$ cat config.mk
export PLATFORM = sky130hd
export DESIGN_NAME = ilst_cell
export DESIGN_NICKNAME = d
export VERILOG_FILES = /design/src/rtl/ilst_pkg.sv /design/src/rtl/ilst_cell.sv
export SDC_FILE = /design/constraint.sdc
export NUM_CORES = 1
export LEC_CHECK = 0
export BUFFER_PORTS_ARGS = -buffer_cell sky130_fd_sc_hd__buf_4
export CAP_MARGIN = 40
export CORE_ASPECT_RATIO = 2
export CORE_UTILIZATION = 42
export DETAILED_ROUTE_END_ITERATION = 7
export MAX_ROUTING_LAYER = met4
export PLACE_DENSITY = 0.95
export SYNTH_ARGS = -nofsm -noshare
export SYNTH_HDL_FRONTEND = slang
export SYNTH_SLANG_ARGS = --single-unit
$ cat constraint.sdc
create_clock -name clk -period 5.7 [get_ports clk]
set_input_delay 0.285 -clock clk [delete_from_list [all_inputs] [get_ports clk]]
set_output_delay 0.285 -clock clk [all_outputs]
set_load 0.01 [all_outputs]
$ cat src/rtl/ilst_pkg.sv
// ----------------------------------------------------------------------------
// Indexed list store package
// Request codes, status codes and the per-cell control bundle shared by the
// core, its cells and the port checker.
// ----------------------------------------------------------------------------
`default_nettype none

package ilst_pkg;

  typedef enum logic [2:0] {
    FN_INSERT  = 3'd0,
    FN_ERASE   = 3'd1,
    FN_REPLACE = 3'd2,
    FN_READ    = 3'd3,
    FN_RESIZE  = 3'd4,
    FN_CLEAR   = 3'd5
  } func_t;

  typedef enum logic [1:0] {
    ST_OK    = 2'd0,
    ST_RANGE = 2'd1,
    ST_FULL  = 2'd2
  } status_t;

  typedef struct packed {
    logic ins;
    logic era;
    logic rep;
    logic fil;
    logic rd;
  } cell_ctl_t;

endpackage

`default_nettype wire

$ cat src/rtl/ilst_cell.sv
// ----------------------------------------------------------------------------
// Indexed list store cell
// Holds one word of the sequence and updates it each cycle from its own
// word, its left or right neighbor, or the request word.
// ----------------------------------------------------------------------------
`default_nettype none

module ilst_cell #(
  parameter int INDEX      = 0,
  parameter int CMP_W      = 7,
  parameter int DATA_WIDTH = 32
) (
  input  wire                     clk,
  input  ilst_pkg::cell_ctl_t     ctl,
  input  wire  [CMP_W-1:0]        pos,
  input  wire  [CMP_W-1:0]        len,
  input  wire  [CMP_W-1:0]        target,
  input  wire  [DATA_WIDTH-1:0]   word,
  input  wire  [DATA_WIDTH-1:0]   left_data,
  input  wire  [DATA_WIDTH-1:0]   right_data,
  output logic [DATA_WIDTH-1:0]   data,
  output logic [DATA_WIDTH-1:0]   read_tap
);
  import ilst_pkg::*;

  localparam logic [CMP_W-1:0] IDX      = CMP_W'(INDEX);
  localparam logic [CMP_W-1:0] IDX_NEXT = CMP_W'(INDEX + 1);

  logic [DATA_WIDTH-1:0] data_r;
  logic [DATA_WIDTH-1:0] data_nxt;
  logic                  hit;

  assign hit = (IDX == pos);

  always_comb begin
    data_nxt = data_r;
    if (ctl.ins) begin
      if (hit) begin
        data_nxt = word;
      end else if ((IDX > pos) && (IDX <= len)) begin
        data_nxt = left_data;
      end
    end else if (ctl.era) begin
      if ((IDX >= pos) && (IDX_NEXT < len)) begin
        data_nxt = right_data;
      end
    end else if (ctl.rep) begin
      if (hit) begin
        data_nxt = word;
      end
    end else if (ctl.fil) begin
      if ((IDX >= len) && (IDX < target)) begin
        data_nxt = word;
      end
    end
  end

  always_ff @(posedge clk) begin
    data_r <= data_nxt;
  end

  assign data     = data_r;
  assign read_tap = (ctl.rd && hit) ? data_r : '0;

endmodule

`default_nettype wire

==> flow_summary.toml, run 1 <==
[run_status]
status = "finished, final reports clean"

[setup_path]
setup.worst_path.class = "in2out"
worst_setup_path_end_kind = "output port"
setup.worst_path.start_class = "input pin"
critical_path.slowest_cell = "sky130_fd_sc_hd__and2_2"
worst_ep_required_time_ns = 5.41
crit_path_cell_trace = "buf_4 -> nor4_2 -> and2_2 -> buf_16 -> and3_1 -> buf_4"
worst_path_bufs_invs = 3
timing.critical_path.slowest_cell_delay_ns = 0.54
critical-path-top-cell-by-count = "sky130_fd_sc_hd__buf_4"
arrival_ns = 1.79
critPathMaxFanout = 36
cpLargestDelayFamily = "simple AND/OR/NAND/NOR gates"

[synthesis]
synth_simple_gate_area_share = 0.319
synthesis.instances = 268
synth_mux_area_frac = 0
synth_xor_xnor_area_share = 0
synth_seq_area_share = 0.423
synth.cell_area_sq_um = 2270
synth.lib_cells_used.distinct = 19
synth_fp_nets = 391
synthesis.area_per_instance_sq_um = 8.48
compound_gate_portion_of_the_synthesized_area = 0.196
postSynthRegisterBits = 32
yosys.area_share.adder = 0
ys.warnings.count = 0
dominant_combinational_cell_family_by_area_after_synthesis = "simple AND/OR/NAND/NOR gates"

[routing]
finalWirelength_mm = 7.86
drcViolationCount = 0
remaining_antenna_violation_count_after_routing = 0
detail_route.vias_per_cell = 5.58
wl_per_cell_um = 15.8
firstDrtPassIters = 4
num_vias = 2770
initialDrtViolationCount = 106

[pwr]
leakage_nw = 1.79
peakVddDrop_mv = 0.159
power_per_cell_area_nw_per_um2 = 147
design_power_total_mw = 0.556

[clocking]
cts.path.max_buffers = 2
cts_tree = "done"
cts-resized-gates = 0
postCtsSetupRepairBufs = 0
path_clk_slew_ns = 0.06
cts_root_buf = "sky130_fd_sc_hd__clkbuf_8"
h_tree_level_count = 2
clock_sink_count = 32
numCtsBuffers = 5
holdBufCountCts = 0

[worst_hold_path]
holdCritPathClass = "in2reg"

[final_layout]
fin_cells = 496
fraction_of_final_layout_cells_sized_beyond_drive_strength_1 = 0.454
nets_final = 560
largest_register_ff_count = 32
synthToLayoutAreaGrowth_pct = 65.8
insertedDiodeCount = 0
fillers = 413

[timing]
worst_pin_slew_ns = 0.639
achievable-frequency_mhz = 482
tns_ns = 0
timing.final.hold_violations = 0
fin_crit_sh = 0.364
min_cycle_time_layout_ns = 2.07
slew-limit-headroom = 0.574
max_transition_viols_final = 0
rsz_0062_raised_after_global_routing = "false"
setup_viol = 0

[global_route]
aggregate_global_routing_overflow = 0
grt_antenna_before_repair = 0
grt_max_degree = 68
number_of_global_route_vias_before_repair = 2619
grt_first_pass_wirelength_mm = 11.9
global_route_usage_over_all_layers = 0.291

[floorplan]
initial_core_util = 0.438
std_cell_rows = 37
die_height_um = 106
fp.coreArea_sq_um = 5180
die_w_um = 54.0
fp.dieArea_sq_um = 5730
ioPinCount = 187

[place]
dp.final_hpwl_mm = 6.08
dpl.cell_count = 488
gp_congestion = 0.853
io_buffers = 186

[flow_run]
number_of_max_capacitance_violations_reported = 0
## through the flow
| stage | setup slack, ns | utilization | hold WS [ns] | cell area (sq um) |
|---|---|---|---|---|
| after floorplan | 2.76 | - | 0.482 | 2270 |
| after global placement | 2.85 | 0.697 | 0.596 | 3620 |
| after detailed placement | 3.44 | 0.711 | 0.593 | 3690 |
| after CTS | 3.63 | 0.727 | 0.307 | 3770 |
| after global routing | 3.50 | 0.727 | 0.326 | 3770 |
| final | 3.63 | 0.727 | 0.317 | 3770 |
## report_power, final
group	total, mW	leakage, nW	switching (mW)	internal (mW)
clock network	0.161	0.0453	0.0785	0.0827
logic	0.130	1.46	0.0528	0.0774
registers	0.264	0.293	0.000880	0.263
total	0.556	1.79	0.132	0.423
## cell usage in the layout (no fill, tap or decap)
cell type	netlist	final
sky130_fd_sc_hd__buf_4	0	186
sky130_fd_sc_hd__nand2_1	66	66
sky130_fd_sc_hd__nor2b_1	32	32
sky130_fd_sc_hd__a211oi_1	32	32
sky130_fd_sc_hd__and3_1	32	32
sky130_fd_sc_hd__edfxtp_1	32	32
sky130_fd_sc_hd__a31oi_1	31	31
sky130_fd_sc_hd__clkbuf_8	0	5
sky130_fd_sc_hd__nor2_1	4	4
sky130_fd_sc_hd__nand3_1	3	3
sky130_fd_sc_hd__nor3_1	2	2
sky130_fd_sc_hd__nor4_1	2	2
sky130_fd_sc_hd__clkinv_2	0	2
sky130_fd_sc_hd__buf_16	0	2
sky130_fd_sc_hd__a21oi_1	1	1
sky130_fd_sc_hd__nor4_2	1	1
sky130_fd_sc_hd__and2_2	0	1
sky130_fd_sc_hd__nand4_1	1	1
sky130_fd_sc_hd__o22ai_4	0	1
sky130_fd_sc_hd__clkinv_1	0	1
sky130_fd_sc_hd__buf_8	0	1
## tightest hold or removal path, delay by kind of cell
kind                   cells  cell delay [ns]
AOI/OAI and AO/OA          1             0.06
buffers and inverters      1             0.08
and+or+nand+nor            1             0.06
## layout make-up
type	instances	area, sq um	area share
sequential	32	961	0.255
clock inverter	3	13.8	0.00365
clock buffer	5	68.8	0.0183
timing repair buffer	189	1470	0.389
tap	58	72.6	0.0193
multi-input combinational	209	1190	0.315
## metal layers
metal  track usage  vias up  routed length [um]
li1              -     1329                   -
met1         0.308     1264                2530
met2         0.502      146                4440
met3        0.0386       31                 494
met4         0.147        0                 390
met5             -        -                   0
## cell families after synthesis
kind of cell           Yosys count
buffers and inverters           27
AOI/OAI and AO/OA               65
DFF                             32
and+or+nand+nor                144
## final timing paths
check / start / endpoint / slack [ns] / cells after the start
setup / recovery: pos[2] / read_tap[4] / 3.63 / 6
hold / removal: word[30] / data[30] / 0.32 / 3
## cells in the mapped netlist
cell                       instances  area, sq um
sky130_fd_sc_hd__nand2_1          66          248
sky130_fd_sc_hd__a211oi_1         32          240
sky130_fd_sc_hd__and3_1           32          200
sky130_fd_sc_hd__edfxtp_1         32          961
sky130_fd_sc_hd__nor2b_1          32          200
sky130_fd_sc_hd__a31oi_1          31          194
sky130_fd_sc_hd__clkbuf_1         15         56.3
sky130_fd_sc_hd__buf_2             5         25.0
sky130_fd_sc_hd__buf_6             4         45.0
sky130_fd_sc_hd__nor2_1            4         15.0
sky130_fd_sc_hd__clkbuf_2          3         15.0
sky130_fd_sc_hd__nand3_1           3         15.0
sky130_fd_sc_hd__nor3_1            2         10.0
sky130_fd_sc_hd__nor4_1            2         12.5
sky130_fd_sc_hd__a21oi_1           1         5.00
sky130_fd_sc_hd__and2_1            1         6.26
sky130_fd_sc_hd__nand4_1           1         6.26
sky130_fd_sc_hd__nor4_2            1         12.5
sky130_fd_sc_hd__o22ai_1           1         6.26
Power figures use the tool's default switching activity.
==> run 2: changes to the inputs <==
- CORE_UTILIZATION: 42 -> 36
- PLACE_DENSITY: 0.95 -> 0.89
- clock period: 5.7 -> 1.9 ns (I/O delays scaled with it)
==> run 2 against run 1 <==
First-iteration DRC count increased by 64%. Combinational power rose to 3.0 times the previous value. Die area is 16% higher. Largest cell class unchanged. Critical endpoint is now data[11]. Worst setup slack got worse by 3.3 ns. Core utilization down 8.9 points. Sequential share of layout area fell by 0.61 points. Final cell count is 6.0% higher. Clock power rose to 4.5 times the previous value.
==> flow_summary.toml, run 2 (synthesized netlist as in run 1, its figures left out) <==
[run_status]
status = "finished, final reports clean"

[clocking]
cts_root_buf = "sky130_fd_sc_hd__clkbuf_16"
numCtsBuffers = 5
cts-resized-gates = 0
holdBufCountCts = 0
h_tree_level_count = 2
clock_sink_count = 32
path_clk_slew_ns = 0.05
postCtsSetupRepairBufs = 0
cts_tree = "done"
cts.path.max_buffers = 2

[final_layout]
total_area_of_multi_input_combinational_cells_sq_um = 1190
post_route_design_area_sq_um = 3860
synthToLayoutAreaGrowth_pct = 69.8
fillers = 518
nets_final = 565
final-seq-area_sq_um = 961
insertedDiodeCount = 0
final_cell_mix = "sky130_fd_sc_hd__buf_4, sky130_fd_sc_hd__nand2_1"
largest_register_ff_count = 32
fraction_of_final_layout_cells_sized_beyond_drive_strength_1 = 0.457
layout.cells.most_common = "sky130_fd_sc_hd__buf_4"

[place]
io_buffers = 186
pre_cts_ws_ns = 0.0577
dpl_cell_area_sq_um = 3730
dp.final_hpwl_mm = 6.25
gp_congestion = 0.843

[worst_hold_path]
holdCritPathClass = "in2reg"

[floorplan]
die_height_um = 114
fp.dieArea_sq_um = 6660
fp.coreArea_sq_um = 6060
ioPinCount = 187
std_cell_rows = 40
die_w_um = 58.2
initial_core_util = 0.375

[setup_path]
critical_path.slowest_cell = "sky130_fd_sc_hd__a211oi_1"
worst_setup_path_end_kind = "flop"
arrival_ns = 1.58
timing.critical_path.slowest_cell_delay_ns = 0.42
critPathMaxFanout = 17
crit_path_cell_trace = "buf_4 -> nor4_1 -> nand2_1 -> a211oi_1 -> o22ai_4 -> buf_8"
worst_ep_required_time_ns = 1.92
setup.worst_path.start_class = "input pin"
setup.worst_path.class = "in2reg"

[global_route]
globalRouteMet1Util = 0.257
grt_first_pass_wirelength_mm = 12.5
grt_util_met2 = 0.450
global_route_usage_over_all_layers = 0.250
grt_antenna_before_repair = 0
number_of_global_route_vias_before_repair = 2732
grt.busiest_layer = "met2"
grt_max_degree = 49
aggregate_global_routing_overflow = 0
globalRouteMet3Util = 0.0362

[routing]
drcViolationCount = 0
initialDrtViolationCount = 174
firstDrtPassIters = 4
remaining_antenna_violation_count_after_routing = 0
num_vias = 2779
wl_per_cell_um = 15.4
finalWirelength_mm = 8.12
detail_route.vias_per_cell = 5.28

[timing]
worst_pin_slew_ns = 0.637
min_setup_slack_post_route_ns = 0.340
rsz_0062_raised_after_global_routing = "false"
fin_worst_hold_slack_ns = 0.131
timing.final.hold_violations = 0
max_transition_viols_final = 0
achievable-frequency_mhz = 641
tns_ns = 0
slew-limit-headroom = 0.576
min_cycle_time_layout_ns = 1.56
setup_viol = 0
fin_crit_sh = 0.821

[pwr]
leakage_nw = 1.82
power_per_cell_area_nw_per_um2 = 494
peakVddDrop_mv = 0.396
design_power_total_mw = 1.91

[flow_run]
number_of_max_capacitance_violations_reported = 0
[run 2: cell types whose count changed in the layout (fill, tap and decap cells not counted), moves of 2 or more]
cell	previous run	this run
sky130_fd_sc_hd__buf_16	2	0
sky130_fd_sc_hd__buf_4	186	192
sky130_fd_sc_hd__clkbuf_16	0	5
sky130_fd_sc_hd__clkbuf_8	5	0
sky130_fd_sc_hd__clkinv_2	2	0
[run 2: per-stage QoR]
stage	util	instances
global route	0.638	526
floorplan	-	268
global placement	0.613	518
CTS	0.638	526
detailed placement	0.616	519
finish	0.638	526
[run 2: worst max-delay path: cells and delay by family]
family	cells	cell delay, ns
compound gates	2	0.69
simple gates	2	0.45
buf+inv	2	0.34
[run 2: final timing paths]
path / slack (ns) / start / end / depth (start not counted)
setup / recovery: 0.34 / len[1] / data[11] / 6
hold / removal: 0.13 / word[30] / data[30] / 3
[run 2: area by class of cell]
type | instances | area share
clock buffer | 5 | 0.0324
tap | 84 | 0.0272
sequential | 32 | 0.249
multi-input combinational | 209 | 0.307
timing repair buffer | 194 | 0.382
clock inverter | 2 | 0.00194
[run 2: report_power, final]
part           internal, mW  switching (mW)
sequential            0.792         0.00254
combinational         0.237           0.158
clock                 0.467           0.252
total                  1.50           0.413
[run 2: layer usage]
layer  wire [um]  vias to the layer above
li1            -                     1331
met1        2810                     1284
met2        4560                      136
met3         382                       28
met4         367                        0
met5           0                        -
==> run 3: changes to the inputs <==
- CORE_UTILIZATION: 36 -> 39
- PLACE_DENSITY: 0.89 -> 0.92
- clock period: 1.9 -> 1.6 ns (I/O delays scaled with it)
==> run 3 against run 2 <==
Final cell count decreased by 4.2%. Count of clock-buffer cells in the layout increased by 1. Combinational power is 19% higher. Critical endpoint is now data[19]. First-iteration DRC count rose by 5.7%.
==> flow_summary.toml, run 3 (synthesized netlist as in run 1, its figures left out) <==
[clocking]
clock_sink_count = 32
h_tree_level_count = 2
cts_tree = "done"
cts.path.max_buffers = 2
postCtsSetupRepairBufs = 0
path_clk_slew_ns = 0.05
numCtsBuffers = 5
cts_root_buf = "sky130_fd_sc_hd__clkbuf_16"

[place]
io_buffers = 186
dpl.cell_count = 496
dp.final_hpwl_mm = 6.07
gp_congestion = 0.794

[pwr]
peakVddDrop_mv = 0.846
leakage_nw = 1.85
power_per_cell_area_nw_per_um2 = 627

[routing]
initialDrtViolationCount = 184
finalWirelength_mm = 7.81
drcViolationCount = 0
remaining_antenna_violation_count_after_routing = 0
detail_route.vias_per_cell = 5.51
num_vias = 2777
firstDrtPassIters = 4
wl_per_cell_um = 15.5

[worst_hold_path]
holdCritPathClass = "in2reg"

[setup_path]
crit_path_cell_trace = "buf_4 -> nor4_1 -> nand2_1 -> a211oi_2 -> o22ai_4 -> buf_16"
worst_ep_required_time_ns = 1.62
setup.worst_path.start_class = "input pin"
worst_setup_path_end_kind = "flop"
critPathMaxFanout = 18
timing.critical_path.slowest_cell_delay_ns = 0.31
arrival_ns = 1.38
setup.worst_path.class = "in2reg"
critical_path.slowest_cell = "sky130_fd_sc_hd__a211oi_2"

[final_layout]
layout.cells.most_common = "sky130_fd_sc_hd__buf_4"
fin_cells = 504
fin_util = 0.690
largest_register_ff_count = 32
fraction_of_final_layout_cells_sized_beyond_drive_strength_1 = 0.465
insertedDiodeCount = 0
nets_final = 565
final_cell_mix = "sky130_fd_sc_hd__buf_4, sky130_fd_sc_hd__nand2_1, sky130_fd_sc_hd__nor2b_1, sky130_fd_sc_hd__and3_1, sky130_fd_sc_hd__edfxtp_1"
synthToLayoutAreaGrowth_pct = 71.8

[timing]
rsz_0062_raised_after_global_routing = "false"
timing.final.hold_violations = 0
min_cycle_time_layout_ns = 1.36
max_transition_viols_final = 0
slew-limit-headroom = 0.594
fin_crit_sh = 0.849
setup_viol = 0
worst_pin_slew_ns = 0.609
achievable-frequency_mhz = 736

[global_route]
grt_first_pass_wirelength_mm = 11.5
aggregate_global_routing_overflow = 0
number_of_global_route_vias_before_repair = 2498
global_route_usage_over_all_layers = 0.244
grt_antenna_before_repair = 0
grt_max_degree = 66

[floorplan]
std_cell_rows = 39
die_height_um = 110
fp.dieArea_sq_um = 6160
fp.coreArea_sq_um = 5660
initial_core_util = 0.402
ioPinCount = 187
die_w_um = 56.0

[run_status]
status = "finished, final reports clean"

[flow_run]
number_of_max_capacitance_violations_reported = 0
-- run 3: cell types whose count changed in the layout (fill, tap and decap cells not counted), sizes merged --
cell    before  now
clkinv       2    1
clkbuf       5    6
bufinv       0    1
-- run 3: what timing repair did --
item | 4_1_cts | 5_1_grt
hold buffers | 0 | 0
gates resized for setup | 0 | 1
setup endpoints to repair | 0 | 18
-- run 3: critical path: cells and delay by family --
family	cells	cell delay [ns]
AOI/OAI and AO/OA	2	0.54
buffers and inverters	2	0.34
and+or+nand+nor	2	0.41
-- run 3: final timing paths --
check / from / endpoint / slack (ns) / cells past startpoint
min: word[30] / data[30] / 0.11 / 3
max: len[1] / data[19] / 0.24 / 6
-- run 3: stage by stage --
step / power [mW] / TNS [ns] / hold WS [ns] / area (sq um) / worst slack, ns
3_5_place_dp: 1.43 / -2.73 / 0.387 / 3740 / -0.153
3_3_place_gp: 1.41 / -5.86 / 0.388 / 3710 / -0.184
6_report: 2.45 / 0 / 0.113 / 3910 / 0.241
5_1_grt: 2.54 / 0 / 0.117 / 3910 / 0.119
4_1_cts: 2.47 / 0 / 0.110 / 3900 / 0.101
2_1_floorplan: 1.14 / -0.809 / 0.277 / 2320 / -0.0253
-- run 3: layout make-up --
cell class,instances,area [sq um]
fill,487,1760
timing repair buffer,194,1500
multi-input combinational,209,1200
sequential,32,961
clock buffer,6,129
tap,61,76.3
clock inverter,2,35.0
-- run 3: report_power, final --
part           internal (mW)  leakage [nW]  switching, mW
clock                  0.730        0.0808          0.305
combinational          0.283          1.48          0.188
sequential             0.940         0.293        0.00310
total                   1.95          1.85          0.496
-- run 3: per-layer routing --
layer	track usage	vias up	wire length [um]
met2	0.458	130	4510
met5	-	-	0
met4	0.110	0	243
met3	0.0350	18	378
li1	-	1337	-
met1	0.248	1292	2680
